===== config.mk =====
export PLATFORM = sky130hd
export DESIGN_NAME = swrd_ctrl
export DESIGN_NICKNAME = d
export VERILOG_FILES = /design/src/rtl/core/sliding_window_ratio_detector_unit_defines.svh /design/src/rtl/core/swrd_pkg.sv /design/src/rtl/core/swrd_ctrl.sv
export SDC_FILE = /design/constraint.sdc
export NUM_CORES = 1
export LEC_CHECK = 0
export BUFFER_PORTS_ARGS = -buffer_cell sky130_fd_sc_hd__buf_2
export CORE_MARGIN = 4
export CORE_UTILIZATION = 30
export CTS_BUF_LIST = sky130_fd_sc_hd__clkbuf_8
export CTS_CLUSTER_DIAMETER = 40
export CTS_CLUSTER_SIZE = 16
export DETAILED_ROUTE_END_ITERATION = 12
export RECOVER_POWER = 100
export SETUP_SLACK_MARGIN = 0.05
export SYNTH_ARGS = -nofsm -noshare
export SYNTH_HDL_FRONTEND = slang
export SYNTH_SLANG_ARGS = --single-unit

===== constraint.sdc =====
create_clock -name clk -period 4.1 [get_ports clk]
set_clock_uncertainty 0.15 [all_clocks]
set_input_delay 0.41 -clock clk [delete_from_list [all_inputs] [get_ports clk]]
set_output_delay 0.41 -clock clk [all_outputs]
set_load 0.05 [all_outputs]

===== src/rtl/core/sliding_window_ratio_detector_unit_defines.svh =====
// Assertion helpers used by the detector datapath.
`ifndef SLIDING_WINDOW_RATIO_DETECTOR_UNIT_DEFINES_SVH
`define SLIDING_WINDOW_RATIO_DETECTOR_UNIT_DEFINES_SVH

// The condition holds at every clock edge outside reset.
`define SWRD_ASSERT(label, cond, msg) \
  label: assert property (@(posedge clk) disable iff (rst) (cond)) else $error(msg);

// The antecedent implies the consequent in the cycle after it.
`define SWRD_ASSERT_NEXT(label, ante, cons, msg) \
  label: assert property (@(posedge clk) disable iff (rst) (ante) |=> (cons)) else $error(msg);

`endif


===== src/rtl/core/swrd_pkg.sv =====
package swrd_pkg;

  localparam int ADDRESS_BITS = 48;
  localparam int CNT_BITS     = 10;
  localparam int RATIO_BITS   = 17;
  localparam int MIN_BITS     = 8;
  localparam int LIMIT_BITS   = 10;
  localparam int CFG_BITS     = 17;
  localparam int CFG_IDX_BITS = 2;
  localparam int FRAC_BITS    = 16;

  typedef logic [CFG_IDX_BITS-1:0] cfg_idx_t;
  localparam cfg_idx_t CFG_RATIO_Q16    = 2'd0;
  localparam cfg_idx_t CFG_MIN_INTERVAL = 2'd1;
  localparam cfg_idx_t CFG_WINDOW_LIMIT = 2'd2;

  localparam logic [RATIO_BITS-1:0] RATIO_RESET = 17'd26214;
  localparam logic [MIN_BITS-1:0]   MIN_RESET   = 8'd15;
  localparam logic [LIMIT_BITS-1:0] LIMIT_RESET = 10'd100;

  typedef struct packed {
    logic [ADDRESS_BITS-1:0] block_address;
    logic [CNT_BITS-1:0]     block_size;
    logic [CNT_BITS-1:0]     logic_count;
  } in_word_t;

  typedef struct packed {
    logic [ADDRESS_BITS-1:0] golden_address;
    logic                    table_full;
    logic                    last;
  } out_word_t;

  typedef struct packed {
    logic load_in;
    logic drop_rd;
    logic drop_sub;
    logic push;
    logic walk_init;
    logic walk_sum;
    logic walk_mul;
    logic scan_start;
    logic scan_sel_walk;
    logic emit;
    logic walk_next;
    logic flush;
  } cmd_t;

  typedef struct packed {
    logic drop_needed;
    logic ratio_ok;
    logic scan_busy;
    logic scan_hit;
    logic walk_pass;
    logic walk_end;
    logic out_free;
    logic pend_valid;
  } status_t;

endpackage


===== src/rtl/core/swrd_ctrl.sv =====
module swrd_ctrl import swrd_pkg::*; (
  input  logic    clk,
  input  logic    rst,
  input  logic    in_valid,
  input  status_t status,
  output cmd_t    cmd,
  output logic    idle
);

  typedef enum logic [14:0] {
    S_IDLE  = 15'b000000000000001,
    S_DCHK  = 15'b000000000000010,
    S_DRD   = 15'b000000000000100,
    S_DSUB  = 15'b000000000001000,
    S_PUSH  = 15'b000000000010000,
    S_RCHK  = 15'b000000000100000,
    S_NWAIT = 15'b000000001000000,
    S_WRD   = 15'b000000010000000,
    S_WSUM  = 15'b000000100000000,
    S_WMUL  = 15'b000001000000000,
    S_WTEST = 15'b000010000000000,
    S_WWAIT = 15'b000100000000000,
    S_EMIT  = 15'b001000000000000,
    S_WNEXT = 15'b010000000000000,
    S_FLUSH = 15'b100000000000000
  } state_t;

  state_t state, state_next;

  always_ff @(posedge clk) begin
    if (rst) begin
      state <= S_IDLE;
    end else begin
      state <= state_next;
    end
  end

  always_comb begin
    state_next = state;
    cmd = '0;
    case (state)
      S_IDLE: begin
        if (in_valid) begin
          cmd.load_in = 1'b1;
          state_next = S_DCHK;
        end
      end
      S_DCHK: state_next = status.drop_needed ? S_DRD : S_PUSH;
      S_DRD: begin
        cmd.drop_rd = 1'b1;
        state_next = S_DSUB;
      end
      S_DSUB: begin
        cmd.drop_sub = 1'b1;
        state_next = S_DCHK;
      end
      S_PUSH: begin
        cmd.push = 1'b1;
        state_next = S_RCHK;
      end
      S_RCHK: begin
        cmd.walk_init = 1'b1;
        if (status.ratio_ok) begin
          cmd.scan_start = 1'b1;
          state_next = S_NWAIT;
        end else begin
          state_next = S_IDLE;
        end
      end
      S_NWAIT: begin
        if (!status.scan_busy) begin
          state_next = status.scan_hit ? S_IDLE : S_WRD;
        end
      end
      S_WRD: state_next = S_WSUM;
      S_WSUM: begin
        cmd.walk_sum = 1'b1;
        state_next = S_WMUL;
      end
      S_WMUL: begin
        cmd.walk_mul = 1'b1;
        state_next = S_WTEST;
      end
      S_WTEST: begin
        if (status.walk_pass) begin
          cmd.scan_start = 1'b1;
          cmd.scan_sel_walk = 1'b1;
          state_next = S_WWAIT;
        end else begin
          state_next = S_WNEXT;
        end
      end
      S_WWAIT: begin
        if (!status.scan_busy) begin
          state_next = status.scan_hit ? S_WNEXT : S_EMIT;
        end
      end
      S_EMIT: begin
        if (!status.pend_valid || status.out_free) begin
          cmd.emit = 1'b1;
          state_next = S_WNEXT;
        end
      end
      S_WNEXT: begin
        cmd.walk_next = 1'b1;
        state_next = status.walk_end ? S_FLUSH : S_WRD;
      end
      S_FLUSH: begin
        if (!status.pend_valid) begin
          state_next = S_IDLE;
        end else if (status.out_free) begin
          cmd.flush = 1'b1;
          state_next = S_IDLE;
        end
      end
      default: state_next = S_IDLE;
    endcase
  end

  assign idle = (state == S_IDLE);

endmodule


==> results.cfg <==
[yosys]
yosys.area_share.simple_pct = 46.0
synth_seq_cells = 15
syn_area_um2 = 1040
synth_top_family_by_area = simple AND/OR/NAND/NOR gates
synth.mux.area_fraction_pct = 0.966
synth_cell_types = 45
synth_compound_area_share_pct = 15.1
ys.flop_type = dfxtp_1
synthAdderAreaFrac_pct = 0
synth_edf_count = 0
ys_seq_area_share_pct = 29.0
syn_avg_cell_area_um2 = 8.56
synthArstFlopShare_pct = 0
synth_xor_xnor_area_share_pct = 4.23
ys_warn_count = 0
synth_cells = 121
syn_nets = 132

[sta]
slew_headroom_pct = 12.9
worst_pin_slew_ns = 1.29
setup_viol = 0
fmax_mhz = 302
hold_viol_final = 0
drv_slew = 0
fin_tns_setup_ns = 0
min_period_ns = 3.31
rsz0062_at_grt = false
period_share_pct = 80.6

[route]
wire_per_inst_um = 14.4
antenna_left = 0
vias_per_cell = 5.09
num_vias = 977
drcViolationCount = 0
detail_route.first_pass.iterations = 4
drtIter0Drc = 47
drt-total-wl_um = 2770

[floorplanning]
die_x_um = 66.8
core_um2 = 3340
ioPinCount = 24
die_h_um = 66.8
initial_utilization_pct = 31.0
rows = 21
dieArea_um2 = 4460

[global_route]
grt_usage_pct = 13.4
gr-total-overflow = 0
antenna_found_initial = 0
grt_max_degree = 11
grt_pass1_vias = 949
grt_pass1_wl_um = 4530

[power_and_ir_drop]
p_leak_nw = 0.477
irDropWorstVdd_v = 0.0000980
p_per_area_nw_per_um2 = 326

[cells_and_area]
layout-drive-gt1-share_pct = 19.2
largestRegisters = state x15
syn_to_final_growth_pct = 14.6
final_util_pct = 35.6
largest_register_ffs = 15
largest-register = state
finalNetCount = 158
n_antenna_cell = 0
layoutNonFillerInstCount = 192

[placed_design]
place_hpwl_um = 2150
post-place-cells = 188
port_buffers = 23
gp_congestion = 0.923

[critical_path]
critical_path_class = reg -> out
cp-start-kind = register
worstPathRequired_ns = 3.54
crit_path_end_kind = output port
critPathMaxFanout = 10
crit_arrival_ns = 2.75

[status]
status = finished, final reports clean

[cts]
cts_max_path_buffers = 2
cts_sinks = 15
post_cts_buffers = 0
cts_max_level = 1
cts_tree = yes
clkLatencyLatePin_ns = 0.25
numCtsBuffers = 3
post_cts_resized = 0
path_clk_slew_ns = 0.07
hold_buffers = 0
cts-root-buf = clkbuf_8

[flow_run]
maxCapViolCount = 0

[min_path]
worstHoldPathType = in -> reg
[worst max-delay path, stage by stage, from the launching register on]
cell      delay, ns
dfxtp_1        0.36
nor4_1         0.71
and2_0         0.48
and4_1         0.30
nand2_1        0.10
nand2_1        0.07
clkbuf_1       0.46
[final cells by class]
class,instances,area [um^2]
multi-input combinational,97,658
sequential,15,300
fill,380,2150
timing repair buffer,23,98.8
clock buffer,3,41.3
clock inverter,1,5.00
inverter,7,26.3
tap,46,57.6
[Yosys cell counts, types with 2 or more instances]
master	number	area, um^2
dfxtp_1	15	300
nor2_1	14	52.6
nand2_1	9	33.8
a21oi_1	7	35.0
inv_1	7	26.3
and4_1	5	43.8
nor3_1	5	25.0
and2_1	4	25.0
nor4_1	4	25.0
and4b_2	3	33.8
nand3_1	3	15.0
o21ai_0	3	15.0
xnor2_1	3	26.3
a22oi_1	2	15.0
buf_6	2	22.5
nand2b_1	2	12.5
nand3b_1	2	15.0
nand4_1	2	12.5
nor3b_1	2	15.0
xor2_1	2	17.5
[layout by cell type, fill, tap and decap left out, drive strengths merged, types with 2 or more instances in the layout]
master / count
a21oi: 7
a22oi: 2
and2: 5
and4: 6
and4b: 4
buf: 10
clkbuf: 16
dfxtp: 15
inv: 7
nand2: 10
nand2b: 2
nand3: 3
nand3b: 2
nand4: 3
nor2: 15
nor3: 6
nor3b: 3
nor4: 6
o21ai: 4
xnor2: 3
xor2: 2
[power breakdown]
part           switching [mW]  internal, mW
sequential            0.00699         0.151
combinational          0.0725        0.0326
clock                  0.0567        0.0674
[metrics by stage]
stage | worst slack (ns) | hold slack (ns) | cell area (um^2) | power [mW]
6_report | 0.794 | 0.189 | 1190 | 0.387
5_1_grt | 0.609 | 0.190 | 1190 | 0.409
4_1_cts | 1.33 | 0.196 | 1230 | 0.398
3_5_place_dp | 1.62 | 0.375 | 1190 | 0.274
3_3_place_gp | 1.60 | 0.375 | 1190 | 0.272
2_1_floorplan | 1.08 | 0.326 | 1040 | 0.248
[per-layer routing]
metal / GRT usage [%] / wire, um / vias to the layer above / share of wire, %
met3: 2.87 / 202 / 5 / 7.3
met5: 0 / 0 / - / 0
met1: 16.3 / 1210 / 445 / 44
li1: - / - / 496 / -
met4: 6.35 / 46 / 0 / 1.7
met2: 22.3 / 1300 / 31 / 47
[path summary, 6_finish.rpt]
check,to,cells after the start,startpoint,slack [ns]
setup / recovery,cmd[4],6,state[1],0.79
hold / removal,state[4],2,status[7],0.19
setup reg to reg,state[0],5,state[6],1.16
hold reg to reg,state[6],2,state[6],0.40
[cells by family after synthesis]
logic type / after synthesis
and+or+nand+nor: 71
AOI/OAI and AO/OA: 20
DFF: 15
buffers and inverters: 9
xor gates and xnor gates: 5
muxes: 1
Power figures use the tool's default switching activity.
